$ cat config.mk
export PLATFORM = sky130hd
export DESIGN_NAME = flywheel_speed_step_controller
export DESIGN_NICKNAME = d
export VERILOG_FILES = /design/src/hw/rtl/fssc_pkg.sv /design/src/hw/rtl/fssc_regs.sv /design/src/hw/rtl/fssc_ctrl.sv /design/src/hw/rtl/fssc_datapath.sv /design/src/hw/rtl/flywheel_speed_step_controller.sv
export SDC_FILE = /design/constraint.sdc
export NUM_CORES = 1
export LEC_CHECK = 0
export ABC_AREA = 1
export BUFFER_PORTS_ARGS = -buffer_cell sky130_fd_sc_hd__buf_2
export CAP_MARGIN = 0
export CORE_UTILIZATION = 45
export DETAILED_ROUTE_END_ITERATION = 8
export PLACE_DENSITY = 0.64
export SYNTH_ARGS = -nofsm -noshare
export SYNTH_HDL_FRONTEND = slang
export SYNTH_SLANG_ARGS = --single-unit
$ cat constraint.sdc
create_clock -name clk -period 9 [get_ports clk]
set_input_delay 0.9 -clock clk [delete_from_list [all_inputs] [get_ports clk]]
set_output_delay 0.9 -clock clk [all_outputs]
set_load 0.02 [all_outputs]
$ cat src/hw/rtl/fssc_pkg.sv
// Package for the flywheel speed step controller.
// Holds shared widths, constants, register indexes, the controller state type
// and the configuration, command and status structs. It depends on nothing else.
package fssc_pkg;

	// Register indexes on the configuration port
	localparam logic [2:0] REG_TARGET_SPEED    = 3'd0;
	localparam logic [2:0] REG_MAX_ERROR       = 3'd1;
	localparam logic [2:0] REG_BATTERY_DIVISOR = 3'd2;
	localparam logic [2:0] REG_BATTERY_GAIN    = 3'd3;
	localparam logic [2:0] REG_ERROR_DIVISOR   = 3'd4;

	localparam int CFG_INDEX_W = 3;
	localparam int CFG_DATA_W  = 10;

	// Shared restoring divider: 14-bit dividend, 10-bit divisor
	localparam int DVD_W     = 14;
	localparam int DVS_W     = 10;
	localparam int DIV_STEPS = 14;
	localparam int STEP_W    = 4;

	// Drive level is signed Q8.8
	localparam int LEVEL_W = 17;
	localparam logic signed [LEVEL_W-1:0] DRIVE_MAX_Q = 17'sd32512;
	localparam logic signed [16:0]        DRIVE_MAX   = 17'sd127;
	localparam logic signed [9:0]         RAMP_GAIN_Q = 10'sd307;

	// Error bands
	localparam logic [13:0] RAMP_THRESHOLD = 14'd75;
	localparam logic [13:0] HIGH_THRESHOLD = 14'd3;
	localparam logic [6:0]  ADD_HIGH = 7'd80;
	localparam logic [6:0]  ADD_MID  = 7'd40;
	localparam logic [6:0]  ADD_ZERO = 7'd15;
	localparam logic [6:0]  ADD_NEG  = 7'd0;

	typedef struct packed {
		logic [7:0] target_speed;
		logic [9:0] max_error;
		logic [9:0] battery_divisor;
		logic [7:0] battery_gain;
		logic [3:0] error_divisor;
	} cfg_t;

	typedef enum logic [2:0] {
		ST_IDLE,
		ST_BAT_DIV,
		ST_ERR_LOAD,
		ST_ERR_DIV,
		ST_UPDATE
	} state_t;

	typedef struct packed {
		logic load;
		logic step;
		logic load_err;
		logic update;
	} cmd_t;

	typedef struct packed {
		logic div_last;
		logic out_free;
	} sts_t;

endpackage

$ cat src/hw/rtl/fssc_regs.sv
// Configuration registers of the flywheel speed step controller.
// Depends on fssc_pkg for the register indexes and the cfg_t struct.
module fssc_regs
	import fssc_pkg::*;
(
	input  logic                   clk,
	input  logic                   arst_n,
	input  logic                   cfg_we,
	input  logic [CFG_INDEX_W-1:0] cfg_index,
	input  logic [CFG_DATA_W-1:0]  cfg_data,
	output cfg_t                   cfg
);

	cfg_t cfg_q;

	always_ff @(posedge clk or negedge arst_n) begin
		if (!arst_n) begin
			cfg_q.target_speed    <= 8'd0;
			cfg_q.max_error       <= 10'd0;
			cfg_q.battery_divisor <= 10'd1;
			cfg_q.battery_gain    <= 8'd0;
			cfg_q.error_divisor   <= 4'd1;
		end else if (cfg_we) begin
			unique case (cfg_index)
				REG_TARGET_SPEED:    cfg_q.target_speed    <= cfg_data[7:0];
				REG_MAX_ERROR:       cfg_q.max_error       <= cfg_data;
				REG_BATTERY_DIVISOR: cfg_q.battery_divisor <= cfg_data;
				REG_BATTERY_GAIN:    cfg_q.battery_gain    <= cfg_data[7:0];
				REG_ERROR_DIVISOR:   cfg_q.error_divisor   <= cfg_data[3:0];
				default: ;
			endcase
		end
	end

	assign cfg = cfg_q;

endmodule

$ cat src/hw/rtl/fssc_ctrl.sv
// Controller state machine of the flywheel speed step controller.
// Depends on fssc_pkg for state_t, cmd_t and sts_t.
module fssc_ctrl
	import fssc_pkg::*;
(
	input  logic clk,
	input  logic arst_n,
	input  logic in_valid,
	output logic in_stall,
	input  sts_t sts,
	output cmd_t cmd
);

	state_t state_q, state_d;

	always_ff @(posedge clk or negedge arst_n) begin
		if (!arst_n) begin
			state_q <= ST_IDLE;
		end else begin
			state_q <= state_d;
		end
	end

	always_comb begin
		state_d = state_q;
		unique case (state_q)
			ST_IDLE:     if (in_valid) state_d = ST_BAT_DIV;
			ST_BAT_DIV:  if (sts.div_last) state_d = ST_ERR_LOAD;
			ST_ERR_LOAD: state_d = ST_ERR_DIV;
			ST_ERR_DIV:  if (sts.div_last) state_d = ST_UPDATE;
			ST_UPDATE:   if (sts.out_free) state_d = ST_IDLE;
			default:     state_d = ST_IDLE;
		endcase
	end

	always_comb begin
		cmd      = '0;
		in_stall = 1'b1;
		unique case (state_q)
			ST_IDLE: begin
				in_stall = 1'b0;
				cmd.load = in_valid;
			end
			ST_BAT_DIV:  cmd.step     = 1'b1;
			ST_ERR_LOAD: cmd.load_err = 1'b1;
			ST_ERR_DIV:  cmd.step     = 1'b1;
			ST_UPDATE:   cmd.update   = sts.out_free;
			default: ;
		endcase
	end

endmodule

$ cat src/hw/rtl/fssc_datapath.sv
// Datapath of the flywheel speed step controller: shared restoring divider,
// compensation multiplier, band selection, drive level and output register.
// Depends on fssc_pkg for widths, constants and the command and status structs.
module fssc_datapath
	import fssc_pkg::*;
(
	input  logic               clk,
	input  logic               arst_n,
	input  cfg_t               cfg,
	input  cmd_t               cmd,
	output sts_t               sts,
	input  logic signed [11:0] encoder_count,
	input  logic [13:0]        battery_level,
	output logic               out_valid,
	input  logic               out_stall,
	output logic signed [7:0]  drive
);

	logic [DVS_W-1:0]  rem_q;
	logic [DVD_W-1:0]  quo_q;
	logic [DVS_W-1:0]  dvs_q;
	logic [STEP_W-1:0] step_q;
	logic              diff_neg_q;
	logic [11:0]       diff_mag_q;
	logic signed [23:0] prod_q;
	logic signed [LEVEL_W-1:0] level_q;
	logic signed [7:0] drive_q;
	logic              out_valid_q;

	logic signed [12:0] diff;
	logic [12:0]        diff_abs;
	logic [DVS_W-1:0]   bat_dvs;
	logic [DVS_W-1:0]   err_dvs;
	logic [DVS_W:0]     rem_sh;
	logic [DVS_W:0]     rem_sub;
	logic               q_bit;
	logic signed [16:0] comp_diff;
	logic signed [25:0] comp_prod;
	logic signed [23:0] prod_adj;
	logic signed [15:0] base;
	logic               err_neg;
	logic               ramp_sel;
	logic [6:0]         band_add;
	logic signed [16:0] band_sum;
	logic signed [7:0]  band_clamp;
	logic signed [17:0] ramp_in;
	logic signed [27:0] ramp_prod;
	logic signed [27:0] ramp_adj;
	logic signed [19:0] ramp_div;
	logic signed [LEVEL_W-1:0] ramp_level;
	logic signed [LEVEL_W-1:0] level_d;
	logic signed [LEVEL_W-1:0] level_adj;

	// Load side of the divider
	assign diff     = $signed({5'b0, cfg.target_speed}) -
	                  $signed({encoder_count[11], encoder_count});
	assign diff_abs = diff[12] ? 13'(-diff) : 13'(diff);
	assign bat_dvs  = (cfg.battery_divisor == '0) ? DVS_W'(1) : cfg.battery_divisor;
	assign err_dvs  = (cfg.error_divisor == '0) ? DVS_W'(1) :
	                  {{(DVS_W-4){1'b0}}, cfg.error_divisor};

	// One restoring step per cycle
	assign rem_sh  = {rem_q, quo_q[DVD_W-1]};
	assign q_bit   = (rem_sh >= {1'b0, dvs_q});
	assign rem_sub = rem_sh - {1'b0, dvs_q};

	// The battery quotient is in quo_q when the error division is loaded.
	assign comp_diff = $signed({7'b0, cfg.max_error}) - $signed({3'b0, quo_q});
	assign comp_prod = comp_diff * $signed({1'b0, cfg.battery_gain});

	always_ff @(posedge clk) begin
		if (cmd.load) begin
			rem_q      <= '0;
			quo_q      <= battery_level;
			dvs_q      <= bat_dvs;
			step_q     <= '0;
			diff_neg_q <= diff[12];
			diff_mag_q <= diff_abs[11:0];
		end else if (cmd.load_err) begin
			rem_q  <= '0;
			quo_q  <= {{(DVD_W-12){1'b0}}, diff_mag_q};
			dvs_q  <= err_dvs;
			step_q <= '0;
			prod_q <= comp_prod[23:0];
		end else if (cmd.step) begin
			rem_q  <= q_bit ? rem_sub[DVS_W-1:0] : rem_sh[DVS_W-1:0];
			quo_q  <= {quo_q[DVD_W-2:0], q_bit};
			step_q <= step_q + STEP_W'(1);
		end
	end

	// Base level, truncated toward zero
	assign prod_adj = prod_q + (prod_q[23] ? 24'sd255 : 24'sd0);
	assign base     = prod_adj[23:8];

	// The error quotient is a magnitude; a negative error that truncates to
	// zero belongs to the zero band.
	assign err_neg  = diff_neg_q && (quo_q != '0);
	assign ramp_sel = !diff_neg_q && (quo_q > RAMP_THRESHOLD);

	always_comb begin
		if (err_neg) begin
			band_add = ADD_NEG;
		end else if (quo_q >= HIGH_THRESHOLD) begin
			band_add = ADD_HIGH;
		end else if (quo_q != '0) begin
			band_add = ADD_MID;
		end else begin
			band_add = ADD_ZERO;
		end
	end

	assign band_sum = $signed({base[15], base}) + $signed({10'b0, band_add});

	always_comb begin
		if (band_sum > DRIVE_MAX) begin
			band_clamp = 8'sd127;
		end else if (band_sum < -DRIVE_MAX) begin
			band_clamp = -8'sd127;
		end else begin
			band_clamp = band_sum[7:0];
		end
	end

	// Geometric ramp: the previous level plus one, times 1.2 in Q8.8
	assign ramp_in   = $signed({level_q[LEVEL_W-1], level_q}) + 18'sd256;
	assign ramp_prod = ramp_in * RAMP_GAIN_Q;
	assign ramp_adj  = ramp_prod + (ramp_prod[27] ? 28'sd255 : 28'sd0);
	assign ramp_div  = ramp_adj[27:8];

	always_comb begin
		if (ramp_div > 20'(DRIVE_MAX_Q)) begin
			ramp_level = DRIVE_MAX_Q;
		end else if (ramp_div < -20'(DRIVE_MAX_Q)) begin
			ramp_level = -DRIVE_MAX_Q;
		end else begin
			ramp_level = ramp_div[LEVEL_W-1:0];
		end
	end

	always_comb begin
		if (cfg.target_speed == '0) begin
			level_d = '0;
		end else if (ramp_sel) begin
			level_d = ramp_level;
		end else begin
			level_d = $signed({band_clamp[7], band_clamp, 8'b0});
		end
	end

	assign level_adj = level_d + (level_d[LEVEL_W-1] ? 17'sd255 : 17'sd0);

	always_ff @(posedge clk or negedge arst_n) begin
		if (!arst_n) begin
			level_q     <= '0;
			out_valid_q <= 1'b0;
		end else if (cmd.update) begin
			level_q     <= level_d;
			out_valid_q <= 1'b1;
		end else if (!out_stall) begin
			out_valid_q <= 1'b0;
		end
	end

	always_ff @(posedge clk) begin
		if (cmd.update) begin
			drive_q <= level_adj[15:8];
		end
	end

	assign sts.div_last = (step_q == STEP_W'(DIV_STEPS - 1));
	assign sts.out_free = !out_valid_q || !out_stall;
	assign out_valid    = out_valid_q;
	assign drive        = drive_q;

	// The remainder stays below the divisor; neither divisor can be zero.
	a_rem_below_divisor: assert property (@(posedge clk) disable iff (!arst_n)
		(cmd.step || cmd.load_err) |=> (rem_q < dvs_q))
		else $error("divider remainder not below divisor");

	a_level_range: assert property (@(posedge clk) disable iff (!arst_n)
		(level_q <= DRIVE_MAX_Q) && (level_q >= -DRIVE_MAX_Q))
		else $error("drive level out of range");

	a_update_needs_room: assert property (@(posedge clk) disable iff (!arst_n)
		cmd.update |-> (!out_valid_q || !out_stall))
		else $error("result written over one still waiting");

	a_update_shows_result: assert property (@(posedge clk) disable iff (!arst_n)
		cmd.update |=> out_valid_q)
		else $error("result not presented after update");

endmodule

$ cat src/hw/rtl/flywheel_speed_step_controller.sv
// Flywheel speed step controller: one request per control period in, one
// saturated motor drive out. The shared restoring divider runs the battery
// division and then the speed error division at one quotient bit per cycle,
// 14 quotient bits each; the ERR_LOAD state registers the compensated product
// between them, and the UPDATE state writes the drive once the output register
// is free. A new request is taken once the previous one has been written to
// the output register, even if that result still waits there.
// Configuration registers may be written only while no request is in flight.
// Depends on fssc_pkg, fssc_regs, fssc_ctrl and fssc_datapath.
module flywheel_speed_step_controller
	import fssc_pkg::*;
(
	input  logic                   clk,
	input  logic                   arst_n,
	input  logic                   cfg_we,
	input  logic [CFG_INDEX_W-1:0] cfg_index,
	input  logic [CFG_DATA_W-1:0]  cfg_data,
	input  logic                   in_valid,
	output logic                   in_stall,
	input  logic signed [11:0]     encoder_count,
	input  logic [13:0]            battery_level,
	output logic                   out_valid,
	input  logic                   out_stall,
	output logic signed [7:0]      drive
);

	cfg_t cfg;
	cmd_t cmd;
	sts_t sts;

	fssc_regs u_regs (
		.clk       (clk),
		.arst_n    (arst_n),
		.cfg_we    (cfg_we),
		.cfg_index (cfg_index),
		.cfg_data  (cfg_data),
		.cfg       (cfg)
	);

	fssc_ctrl u_ctrl (
		.clk      (clk),
		.arst_n   (arst_n),
		.in_valid (in_valid),
		.in_stall (in_stall),
		.sts      (sts),
		.cmd      (cmd)
	);

	fssc_datapath u_datapath (
		.clk           (clk),
		.arst_n        (arst_n),
		.cfg           (cfg),
		.cmd           (cmd),
		.sts           (sts),
		.encoder_count (encoder_count),
		.battery_level (battery_level),
		.out_valid     (out_valid),
		.out_stall     (out_stall),
		.drive         (drive)
	);

endmodule
**After elaboration in Yosys (flattened, before gate mapping)**

Index checks and enable logic that the tools add are counted.

- Flip-flop bits (word level): 144

- Add/subtract/negate cells: 10
- Multiply operators: 2
- $lt $le $gt $ge: 7
- Eq/ne operators: 14
- Muxes and demuxes: 33
- Bitwise gates (word level): 1
- Reduce and logical (&&, ||, !) cells: 23

Operator list:

| kind | number |
|---|---|
| 17-bit 2-to-1 mux | 4 |
| 14-bit 2-to-1 mux | 3 |
| 10-bit 2-to-1 mux | 4 |
| 8-bit 2-to-1 mux | 5 |
| 28-bit adder | 1 |
| 18-bit by 10-bit multiplier with 28-bit output (second input constant) | 1 |
| 24-bit by 9-bit adder with 24-bit output | 1 |
| 15-bit by 9-bit multiplier with 24-bit output | 1 |
| 20-bit by 16-bit greater-than comparator with 1-bit output (second input constant) | 1 |
| 20-bit by 16-bit < comparator with 1-bit output (second input constant) | 1 |
| 17-bit by 10-bit adder with 18-bit output (second input constant) | 1 |
| 16-bit by 8-bit adder with 17-bit output | 1 |
| 17-bit by 8-bit greater-than comparator with 1-bit output (second input constant) | 1 |
| 17-bit by 8-bit < comparator with 1-bit output (second input constant) | 1 |
| 16-bit adder | 1 |
| 3-bit case mux with 5 select lines | 1 |
| 10-bit by 14-bit subtractor with 15-bit output | 1 |
| 14-bit by 2-bit >= comparator with 1-bit output (second input constant) | 1 |
| 14-bit by 7-bit greater-than comparator with 1-bit output (second input constant) | 1 |
| 7-bit 2-to-1 mux | 2 |
| 14-bit nonzero test | 1 |
| 9-bit by 12-bit subtractor with 13-bit output | 1 |
| 3-bit by 2-bit == test with 1-bit output (second input constant) | 4 |
| 12-bit 2-to-1 mux | 1 |
| 26 further kinds | 50 |

**Logic depth before layout (Yosys ltp)**

Gate-level depths: netlist (run 1).

- Depth after elaboration: 12
- Gate-level depth with buffers: 59

**Modules after synthesis**

A second synthesis (run 1) with hierarchy kept.

- Cell total of the unflattened synthesis: 2394
- Area total of the unflattened synthesis: 17925.9 um^2

By module, submodules not included:

| module | times used | cells an instance | area an instance (um^2) |
|---|---|---|---|
| fssc_datapath | 1 | 2179 | 16071.7 |
| fssc_regs | 1 | 185 | 1652.8 |
| fssc_ctrl | 1 | 30 | 201.4 |

**Least setup slack after synthesis (run 1)**

No wires, ideal clock.

- Path type: register -> register
- Start point: register u_datapath.level_q[8]
- End point: register u_datapath.drive_q[2] (netlist: u_datapath.drive[2]), data pin
- Setup time: 252 ps
- Data arrival time: 7690 ps
- Required time: 8748 ps
- Slack: 1057 ps
- Cell stages (with the launch flop): 54
- Path buffers: 0
- Clock period less this slack: 7943 ps
- Path through: dfrtp_1 > inv_1 > nor2_2 > nand3_1 > nand2_2 > inv_1 > ha_1 > ha_1 > fa_1 > fa_1 > inv_1 > fa_1 > inv_1 > ha_1 > nand2_1 > nor2_1 > nand2_1 > nor2_1 > (+18 left out) > nand2_1 > nor2_1 > nand2_1 > nand2_2 > nand2_1 > nor2_4 > nor2_1 > inv_1 > a21oi_1 > ha_1 > inv_1 > o31a_1 > nand2_1 > nand2_1 > nand2_1 > nand2_1 > nand2_2 > nor2_1

- Elaborated cells between the ends (all ways): 12
- Those cells by class: 3 x add/sub; 1 x mul; 2 x order compare; 6 x mux

RTL lines:

| element | RTL line | text |
|---|---|---|
| start: declaration | fssc_datapath.sv:26 | `logic signed [LEVEL_W-1:0] level_q;` |
| start signal: assignment | fssc_datapath.sv:158 | `level_q <= level_d;` |
| 17-bit by 10-bit adder with 18-bit output (*) | fssc_datapath.sv:126 | `assign ramp_in = $signed({level_q[LEVEL_W-1], level_q}) + 18'sd256;` |
| 18-bit by 10-bit multiplier with 28-bit output (*) | fssc_datapath.sv:127 | `assign ramp_prod = ramp_in * RAMP_GAIN_Q;` |
| 8-bit 2-to-1 mux | fssc_datapath.sv:128 | `assign ramp_adj = ramp_prod + (ramp_prod[27] ? 28'sd255 : 28'sd0);` |
| 28-bit adder (*) | fssc_datapath.sv:128 |  |
| 20-bit by 16-bit < comparator with 1-bit output | fssc_datapath.sv:134 | `end else if (ramp_div < -20'(DRIVE_MAX_Q)) begin` |
| 17-bit 2-to-1 mux | fssc_datapath.sv:134 |  |
| 17-bit 2-to-1 mux (*) | fssc_datapath.sv:132 | `if (ramp_div > 20'(DRIVE_MAX_Q)) begin` |
| 17-bit 2-to-1 mux (*) | fssc_datapath.sv:144 | `end else if (ramp_sel) begin` |
| 17-bit 2-to-1 mux (*) | fssc_datapath.sv:142 | `if (cfg.target_speed == '0) begin` |
| net u_datapath.level_d[3] | fssc_datapath.sv:51 | `logic signed [LEVEL_W-1:0] level_d;` |
| 16-bit adder (*) | fssc_datapath.sv:151 | `assign level_adj = level_d + (level_d[LEVEL_W-1] ? 17'sd255 : 17'sd0);` |
| net u_datapath.level_adj[10] | fssc_datapath.sv:52 | `logic signed [LEVEL_W-1:0] level_adj;` |
| end signal: assignment | fssc_datapath.sv:167 | `drive_q <= level_adj[15:8];` |
| end: declaration | fssc_datapath.sv:27 | `logic signed [7:0] drive_q;` |

The timed path passes the listed nets; every way through them passes the cells marked *.
A chain may end at the register's enable or synchronous reset.

**Worst setup path in the final report (run 1)**

- Start point: register u_datapath.level_q[8]
- End point: register u_datapath.drive_q[0] (netlist: u_datapath.drive[0]), data pin

The elaborated chain is that of the path after synthesis.

==> results.md, run 1 <==
* DRC viols at 0
* Post-synth cell types at 60
* Largest net degree at the start of global routing at 62
* Site Rows at 72
* Port bufs at 53
* Clk pin slew, worst setup/hold paths at 0.07 ns
* Top-level port count at 54
* CP Buf/Inv Count at 6
* DIE HEIGHT at 201.8 microns
* Register area share after synthesis at 21.61%
* WL per Instance at 14.86 microns
* First-pass GRT wire length at 75.49 mm
* Reg2reg path depth at 55
* Area share of the largest cell type after synthesis at 16.72%
* Crit path kind: reg2reg
* Nets at 2837
* Placed Instances at 2950
* Least-Margin Pin Slew at 1.264 ns
* Fmax at 0.1195 GHz
* Critical path launch point type: flop
* Root Buffer: clkbuf_16
* Gate Count Post-Synth at 2398
* Antenna-violating nets left at 0
* Inserted Clock Buffers at 17
* Synthesis-to-finish area growth at 9.419%
* # clock sinks at 144
* Core Area at 39010 sq um
* Final Max Tran Viols at 0
* CTS tree: done
* All-layer global routing usage at 23.09%
* Final Instance Area at 19650 sq um
* Initial core utilization at 46.04%
* Vias in the first global route at 15.58k
* Pre-antenna DRT Iters at 5
* Filler Cell Count at 3874
* Yosys warns at 0
* Critical path data required time at 9.20 ns
* Hold violation total from the final report at 0
* Routed wire length at 44.47 mm
* Die width at 201.8 microns
* CP top delay family: simple AND/OR/NAND/NOR gates
* Initial antenna violation count at 0
* Grt ovf at 0
* H-tree Lvls at 4
* Post-DP HPWL at 37.09 mm
* Worst Hold Class: reg2reg
* Share of cells above drive strength 1 at 8.970%
* Most numerous cell in the Yosys netlist: nand2_1
* Syn Area/Cell at 7.489 sq um
* Synth area leader: fa_1
* Fin cells at 2993
* Arrival @ worst endpoint at 8.57 ns
* Max stage delay on crit path at 0.51 ns
* Clk Latency, worst-skew pair at 0.44 ns
* Slew HR at 15.31%
* Synth Net Count at 2773
* CP dominant cell by count: nand2_1
* Clock buffer depth at 2
* Die area at 40710 sq um
* Status: completed
* Synth async-reset ratio at 42.36%
* Antenna diodes at 0
* Hold Slack at 0.4786 ns
* Seq cells post-synth at 144
* Vias at 15.09k
* Final setup vio count at 0
* Setup crit end kind: flop
* Main flop type after synthesis: edfxtp_1
* Crit-path slowest cell: fa_1
* Synth top area cells: fa_1 (17%), ha_1 (13%), edfxtp_1 (12%), nand2_1 (11%), inv_1 (11%)
* Final setup skew at 0.01424 ns
* Min Tclk post-route at 8.371 ns
* Mapped Area at 17960 sq um
* DRT iter0 DRCs at 786
* Final Cycle Share at 93.01%
* GP Congestion at 0.9288
* Worst hold path cell count at 2
* Critical path depth at 55
* Post-Place Cell Area at 18840 sq um
* Number of synthesized flops with an enable pin at 69
* Max-cap check violation count at 0
* Vias/cell at 5.042
* Critical-path maximum fanout at 8
* Post-synth top cells: nand2_1 (524), inv_1 (508), nor2_1 (229)
[worst paths after layout]
| kind | from | end | slack [ns] |
|---|---|---|---|
| max | u_datapath.level_q[8] | u_datapath.drive[0] | 0.63 |
| min | u_datapath.step_q[3] | u_datapath.step_q[3] | 0.48 |
| max reg2reg | u_datapath.level_q[8] | u_datapath.drive[0] | 0.63 |
| min reg2reg | u_datapath.step_q[3] | u_datapath.step_q[3] | 0.48 |
| max in group asynchronous | arst_n | u_datapath.level_q[11] | 7.73 |
| min in group asynchronous | arst_n | u_regs.cfg[10] | 0.66 |
[state kept, by name (all words and copies together) (netlist names)]
register	cells
u_datapath.step_q	4
u_datapath.level_q	17
u_datapath.prod_q	24
u_datapath.rem_q	10
u_datapath.diff_neg_q	1
u_regs.cfg	40
u_datapath.drive	8
u_datapath.dvs_q	10
u_datapath.diff_mag_q	12
u_datapath.out_valid	1
u_datapath.quo_q	14
u_ctrl.state_q	3
[tightest hold or removal path, cell delays in order (launching register included)]
cell and delay (ns):
dfxtp_1 0.32, inv_1 0.06, a21oi_1 0.05
[cell families (layout without fill, tap and decap cells)]
logic type                 count (synthesis)  count (layout)  share of synthesized area, %
AOI/OAI and AO/OA                        271             271                         8.493
xor gates and xnor gates                  93              93                         4.703
adders and majority gates                331             331                         29.33
buffers and inverters                    551             628                         11.56
DFF                                      144             144                         21.61
muxes                                      1               1                       0.06270
and+or+nand+nor                         1007            1007                         24.24
[metal layers]
metal  vias to the layer above  GRT usage, %  wire [microns]
met3                        76         2.499            1242
met4                         0         10.09            1794
li1                       7611             -               -
met2                       278         41.69           22020
met1                      7125         27.66           19410
met5                         -             0               0
[timing repair]
item | in CTS | in global routing
buffers inserted | 0 | 11
hold endpoints to repair | 0 | 0
setup endpoints to repair | 0 | 8
hold buffers | 0 | 0
gates resized for setup | 0 | 31
[placed cells by master, fill, tap and decap left out, types with 6 or more instances in the layout]
cell type / instances
nand2_1: 518
inv_1: 505
nor2_1: 222
ha_1: 175
fa_1: 150
nand3_1: 124
o21ai_0: 114
a21oi_1: 94
edfxtp_1: 69
xor2_1: 60
dfrtp_1: 58
buf_2: 53
nand2_2: 28
xnor2_1: 28
nand4_1: 25
buf_4: 21
nor2_2: 19
clkbuf_16: 17
o211ai_1: 15
dfxtp_1: 14
nor3_1: 13
inv_2: 10
o21bai_1: 10
or2_2: 9
nand3_2: 7
clkinv_1: 6
nand2_4: 6
o21ai_1: 6
nor4_1: 6
nand3b_1: 6
[metrics by stage]
stage	TNS, ns	utilization [%]	setup WS, ns
global route	-0.2788	50.38	-0.05203
detailed placement	0	48.29	0.2968
floorplan	0	-	1.057
finish	0	50.38	0.6288
global placement	0	48.29	0.5046
CTS	0	49.89	0.2944
[final cells by class]
type / count / area (sq um) / area share, %
Tap cell: 518 / 648.1 / 3.298
Sequential cell: 144 / 3882 / 19.76
Inverter: 522 / 1963 / 9.990
Multi-Input combinational cell: 1703 / 12110 / 61.64
Timing Repair Buffer: 74 / 422.9 / 2.152
Clock inverter: 15 / 196.4 / 0.9996
Clock buffer: 17 / 425.4 / 2.165
Power of run 1 is not shown: default switching activity piles up to over one toggle a cycle in this logic, so the estimate is an artifact.
==> run 2, diff against run 1 <==
clock period = 9.9 ns   (was 9 ns; I/O delays follow)
==> run 2 against run 1 <==
  * Fmax down 5.0%
  * First-iteration DRC count fell by 1.8%
  * Sequential cell count is the same
  * Global-route usage shrank 0.30 points
  * Utilization is 0.60 points lower
  * Via count decreased by 0.89%
  * Largest cell class unchanged
  * Highest routed layer unchanged
==> results.md, run 2 (synthesis gave the netlist of run 1 again) <==
* Status: completed
* Clk Latency, worst-skew pair at 0.45 ns (about the same)
* All-layer global routing usage at 22.79% (-0.30 points)
* Arrival @ worst endpoint at 9.01 ns (+0.44 ns)
* Synthesis-to-finish area growth at 8.109%
* Slew HR at 19.84% (+4.5 points)
* DRT iter0 DRCs at 772 (-1.8%)
* Commonest non-fill, non-tap cell in the layout: nand2_1
* H-tree Lvls at 4 (unchanged)
* Reg2reg path depth at 50 (-9.1%)
* Antenna diodes at 0 (unchanged)
* Worst Hold Class: reg2reg
* Max reg flops at 40 (unchanged)
* CTS tree: done
* First-pass GRT wire length at 74.58 mm (-1.2%)
* Area of the multi-input gates at 12010 sq um (-0.82%)
* Critical path launch point type: flop
* Core Area at 39010 sq um (unchanged)
* Grt ovf at 0 (unchanged)
* Final Max Tran Viols at 0 (unchanged)
* # clock sinks at 144 (unchanged)
* Nets at 2821 (-0.56%)
* Setup crit end kind: flop
* Min Tclk post-route at 8.811 ns (+0.4399 ns)
* Total negative slack at 0 ns (unchanged)
* Critical path data required time at 10.10 ns (+0.90 ns)
* RSZ-0062 raised after global routing: false
* Worst hold path cell count at 2 (unchanged)
* Post-Place Cell Area at 18800 sq um (-0.20%)
* Initial antenna violation count at 0 (unchanged)
* Critical-path maximum fanout at 12 (+4)
* Clock buffer depth at 2 (unchanged)
* Placed Instances at 2945 (-0.17%)
* Vias in the first global route at 15.35k (-1.5%)
* Initial core utilization at 46.04% (unchanged)
* Hold violation total from the final report at 0 (unchanged)
* Die width at 201.8 microns (unchanged)
* Final Instance Area at 19420 sq um (-1.2%)
* Least-Margin Pin Slew at 1.197 ns (-0.06751 ns)
* Inserted Clock Buffers at 17 (unchanged)
* Final setup skew at 0.01638 ns (+0.002143 ns)
* Root Buffer: clkbuf_16
* CP dominant cell by count: nand2_1
* Site Rows at 72 (unchanged)
* WL per Instance at 14.68 microns (-1.2%)
* Filler Cell Count at 3875 (+0.026%)
* DIE HEIGHT at 201.8 microns (unchanged)
* Die area at 40710 sq um (unchanged)
* Max stage delay on crit path at 0.54 ns (+0.03 ns)
* Post-DP HPWL at 36.58 mm (-1.4%)
* Most frequent cells in the layout: nand2_1 (524), inv_1 (508), nor2_1 (228)
* CTS hold repair buffers at 0 (unchanged)
* Fmax at 0.1135 GHz (-5.0%)
* Fin cells at 2977 (-0.53%)
* Final setup vio count at 0 (unchanged)
* Share of cells above drive strength 1 at 7.279% (-1.7 points)
* Largest net degree at the start of global routing at 62 (unchanged)
* Clk pin slew, worst setup/hold paths at 0.07 ns (about the same)
* Antenna-violating nets left at 0 (unchanged)
* FF/Latch Area at 3881 sq um (about the same)
* Crit path kind: reg2reg
* Max-cap check violation count at 0 (unchanged)
* Pre-antenna DRT Iters at 5 (unchanged)
* Vias at 14.96k (-0.89%)
* # resized after CTS at 0 (unchanged)
* Port bufs at 53 (unchanged)
* DRC viols at 0 (unchanged)
* Final Cycle Share at 89.00% (-4.0 points)
* Crit-path slowest cell: fa_1
* Routed wire length at 43.69 mm (-1.7%)
* Vias/cell at 5.024 (-0.36%)
* Top-level port count at 54 (unchanged)
* Post-CTS Setup Bufs at 0 (unchanged)
* GP Congestion at 0.9307 (+0.20%)
[run 2: area by class of cell]
type | count | share of cell area [%]
Inverter | 522 | 10.09
Clock buffer | 17 | 2.191
Timing Repair Buffer | 58 | 1.559
Clock inverter | 15 | 0.9537
Sequential cell | 144 | 19.99
Multi-Input combinational cell | 1703 | 61.88
Tap cell | 518 | 3.338
[run 2: path summary, 6_finish.rpt]
path / slack (ns) / startpoint / end
worst min-delay path: 0.48 / u_datapath.step_q[3] / u_datapath.step_q[3]
worst max-delay path: 1.09 / u_datapath.level_q[8] / u_datapath.drive[7]
min in group asynchronous: 0.72 / arst_n / u_regs.cfg[8]
worst max register to register: 1.09 / u_datapath.level_q[8] / u_datapath.drive[7]
max in group asynchronous: 8.60 / arst_n / u_regs.cfg[18]
worst min register to register: 0.48 / u_datapath.step_q[3] / u_datapath.step_q[3]
[run 2: layer usage]
layer / routed length [microns] / vias up / track usage, %
met1: 19680 / 7059 / 28.25
li1: - / 7581 / -
met4: 1453 / 0 / 8.685
met3: 1023 / 68 / 2.048
met2: 21540 / 247 / 40.92
met5: 0 / - / 0
[run 2: worst max-delay path, delay by kind of cell, from the launching register on]
kind	cells	cell delay (ns)
buf+inv	6	0.75
fa+ha+maj	8	3.23
compound gates	2	0.24
simple gates	34	3.96
flops	1	0.38
[run 2: stage by stage]
stage | utilization, % | hold slack, ns | worst slack [ns]
6_report | 49.78 | 0.4793 | 1.089
4_1_cts | 49.76 | 0.4782 | 0.9326
5_1_grt | 49.78 | 0.5133 | 0.09427
3_5_place_dp | 48.20 | 0.4649 | 0.9575
2_1_floorplan | - | 0.4395 | 1.957
3_3_place_gp | 48.20 | 0.4580 | 1.165
Power of run 2 is left out for the same reason.
==> run 3, diff against run 2 <==
ABC_AREA = not set   (was 1)
==> run 3 against run 2 <==
  * Via count is 9.8% lower
  * Clock skew is 0.0039 ns lower
  * Fmax is 5.5% lower
  * Critical path type unchanged
  * Count of clock-buffer cells in the layout is 2 higher
  * Synthesized cell count is 21% lower
  * Utilization is 0.74 points higher
  * Sequential share of layout area is 0.42 points higher
==> results.md, run 3 <==
* Clock buffer depth at 2 (unchanged)
* Die width at 197.5 microns (-2.1%)
* Main flop type after synthesis: edfxtp_1
* Synth async-reset ratio at 42.36% (unchanged)
* Critical path data required time at 10.08 ns (-0.02 ns)
* Final setup skew at 0.01249 ns (-0.003888 ns)
* Fmax at 0.1072 GHz (-5.5%)
* Clk Latency, worst-skew pair at 0.43 ns (-0.02 ns)
* Core Area at 37670 sq um (-3.4%)
* Slew HR at 22.24% (+2.4 points)
* CP top delay family: adder cells
* First-pass GRT wire length at 67.57 mm (-9.4%)
* Final Max Tran Viols at 0 (unchanged)
* All-layer global routing usage at 21.76% (-1.0 points)
* Synth top area cells: fa_1 (17%), ha_1 (13%), edfxtp_1 (12%), dfrtp_1 (8.6%), inv_1 (6.9%)
* Root Buffer: clkbuf_16
* Crit-path slowest cell: or4_4
* Max stage delay on crit path at 0.61 ns (+0.07 ns)
* Hold Slack at 0.4988 ns (+0.01949 ns)
* Reg2reg path depth at 39 (-22%)
* Mapped Area at 17200 sq um (-4.2%)
* Post-synth cell types at 90 (+50%)
* H-tree Lvls at 4 (unchanged)
* Hold violation total from the final report at 0 (unchanged)
* HP Start: u_datapath.rem_q[2]
* Reg-to-reg endpoint: u_datapath.drive[7]
* RSZ-0062 raised after global routing: false
* CP dominant cell by count: ha_1
* Least-Margin Pin Slew at 1.164 ns (-0.03293 ns)
* Setup crit end kind: flop
* Port bufs at 53 (unchanged)
* Number of synthesized flops with an enable pin at 69 (unchanged)
* Worst Hold Class: reg2reg
* Commonest non-fill, non-tap cell in the layout: inv_1
* Final Instance Area at 19030 sq um (-2.0%)
* Seq cells post-synth at 144 (unchanged)
* End of the critical path: u_datapath.drive[7]
* Fin cells at 2504 (-16%)
* Synth Net Count at 2274 (-18%)
* Grt ovf at 0 (unchanged)
* Routed wire length at 41.16 mm (-5.8%)
* Worst hold path cell count at 2 (unchanged)
* CP Buf/Inv Count at 5 (-1)
* GP Congestion at 0.9396 (+0.96%)
* Max-cap check violation count at 0 (unchanged)
* Final Cycle Share at 94.20% (+5.2 points)
* Antenna diodes at 0 (unchanged)
* Syn Area/Cell at 9.057 sq um (+21%)
* Critical-path maximum fanout at 7 (-5)
* DIE HEIGHT at 197.5 microns (-2.1%)
* Pre-antenna DRT Iters at 6 (+1)
* Register area share after synthesis at 22.57% (+0.96 points)
* Min Tclk post-route at 9.326 ns (+0.5151 ns)
* Critical path depth at 39 (-22%)
* Filler Cell Count at 3658 (-5.6%)
* Yosys warns at 0 (unchanged)
* CTS tree: done
* DRT iter0 DRCs at 719 (-6.9%)
* Critical path launch point type: flop
* Status: completed
* Gate Count Post-Synth at 1899 (-21%)
* Post-DP HPWL at 33.54 mm (-8.3%)
* Arrival @ worst endpoint at 9.51 ns (+0.50 ns)
* Placed Instances at 2467 (-16%)
* Clk pin slew, worst setup/hold paths at 0.07 ns (about the same)
* Most frequent cells in the layout: inv_1 (316), ha_1 (180), nand2_1 (172)
* Inserted Clock Buffers at 17 (unchanged)
* DRC viols at 0 (unchanged)
* Post-synth top cells: inv_1 (316), ha_1 (181), nand2_1 (172)
* Final setup vio count at 0 (unchanged)
* Area share of the largest cell type after synthesis at 17.46% (+0.74 points)
* Top-level port count at 54 (unchanged)
* Die area at 39010 sq um (-4.2%)
* # clock sinks at 144 (unchanged)
* Vias/cell at 5.388 (+7.3%)
* Crit path kind: reg2reg
* Initial antenna violation count at 0 (unchanged)
* Nets at 2355 (-17%)
* Vias in the first global route at 13.51k (-12%)
* Worst setup path startpoint: u_datapath.level_q[9]
* Largest net degree at the start of global routing at 62 (unchanged)
* Flop-to-flop setup slack at 0.57 ns (-0.52 ns)
* Share of cells above drive strength 1 at 11.39% (+4.1 points)
* WL per Instance at 16.44 microns (+12%)
* Site Rows at 71 (-1.4%)
* Total negative slack at 0 ns (unchanged)
* Post-Place Cell Area at 18250 sq um (-2.9%)
* RR Startpoint: u_datapath.level_q[9]
* Antenna-violating nets left at 0 (unchanged)
* Synth area leader: fa_1
* Max reg flops at 40 (unchanged)
* Most numerous cell in the Yosys netlist: inv_1
* Vias at 13.49k (-9.8%)
* Initial core utilization at 45.66% (-0.38 points)
* Synthesis-to-finish area growth at 10.62%
run 3: cell types whose count changed in the layout (fill, tap and decap cells not counted), moves of 42 or more:
cell | previous run | this run
nor2_1 | 228 | 104
nand2_1 | 524 | 172
inv_1 | 508 | 316
mux2_2 | 1 | 43
and2_1 | 4 | 83
nand3_1 | 125 | 39
xnor2_1 | 28 | 79
run 3: cells by family (layout without fill, tap and decap cells):
kind of cell	after synthesis	in the layout	synth area share, %
simple gates	577	577	16.93
xor+xnor	117	117	5.958
buf+inv	352	446	7.777
flops	144	144	22.57
compound gates	329	329	12.98
fa+ha+maj	332	332	30.69
mux	48	48	3.106
run 3: final cells by class:
class	instances	area (sq um)	share of cell area, %
inverter	317	1190	6.254
multi-input combinational	1403	12070	63.44
clock inverter	13	186.4	0.9799
sequential	144	3882	20.41
clock buffer	19	464.2	2.440
timing repair buffer	97	593.1	3.117
tap	511	639.4	3.361
run 3: timing repair:
action,CTS,global route
buffers inserted,1,4
resized for setup,2,18
pin swaps,1,7
hold buffers,0,0
hold endpoints to repair,0,0
endpoints found under the setup margin,8,8
run 3: tightest hold or removal path, delay by kind of cell (launching register included):
kind / cells / cell delay (ns)
flops: 1 / 0.34
simple gates: 1 / 0.06
compound gates: 1 / 0.06
run 3: how the worst min path moves through the flow:
stage	to	slack [ns]
floorplan	u_datapath.rem_q[9]	0.43
global placement	u_datapath.rem_q[9]	0.45
detailed placement	u_datapath.rem_q[9]	0.47
CTS	u_datapath.rem_q[9]	0.49
global route	u_datapath.rem_q[9]	0.53
finish	u_datapath.rem_q[2]	0.50
run 3: routing by layer:
layer / vias up / part of all wire, % / global-route usage (%)
li1: 6568 / - / -
met1: 6619 / 44 / 27.52
met2: 261 / 51 / 39.35
met3: 44 / 3.0 / 2.356
met4: 0 / 1.8 / 5.426
met5: - / 0 / 0
run 3: per-stage QoR:
step                      util (%)  setup WS, ns
after global routing         50.51      0.008192
after detailed placement     48.45       -0.4366
after floorplan                  -       0.03687
after CTS                    50.24       0.06114
final                        50.51        0.5738
after global placement       48.45      -0.03025
Power of run 3 is left out for the same reason.
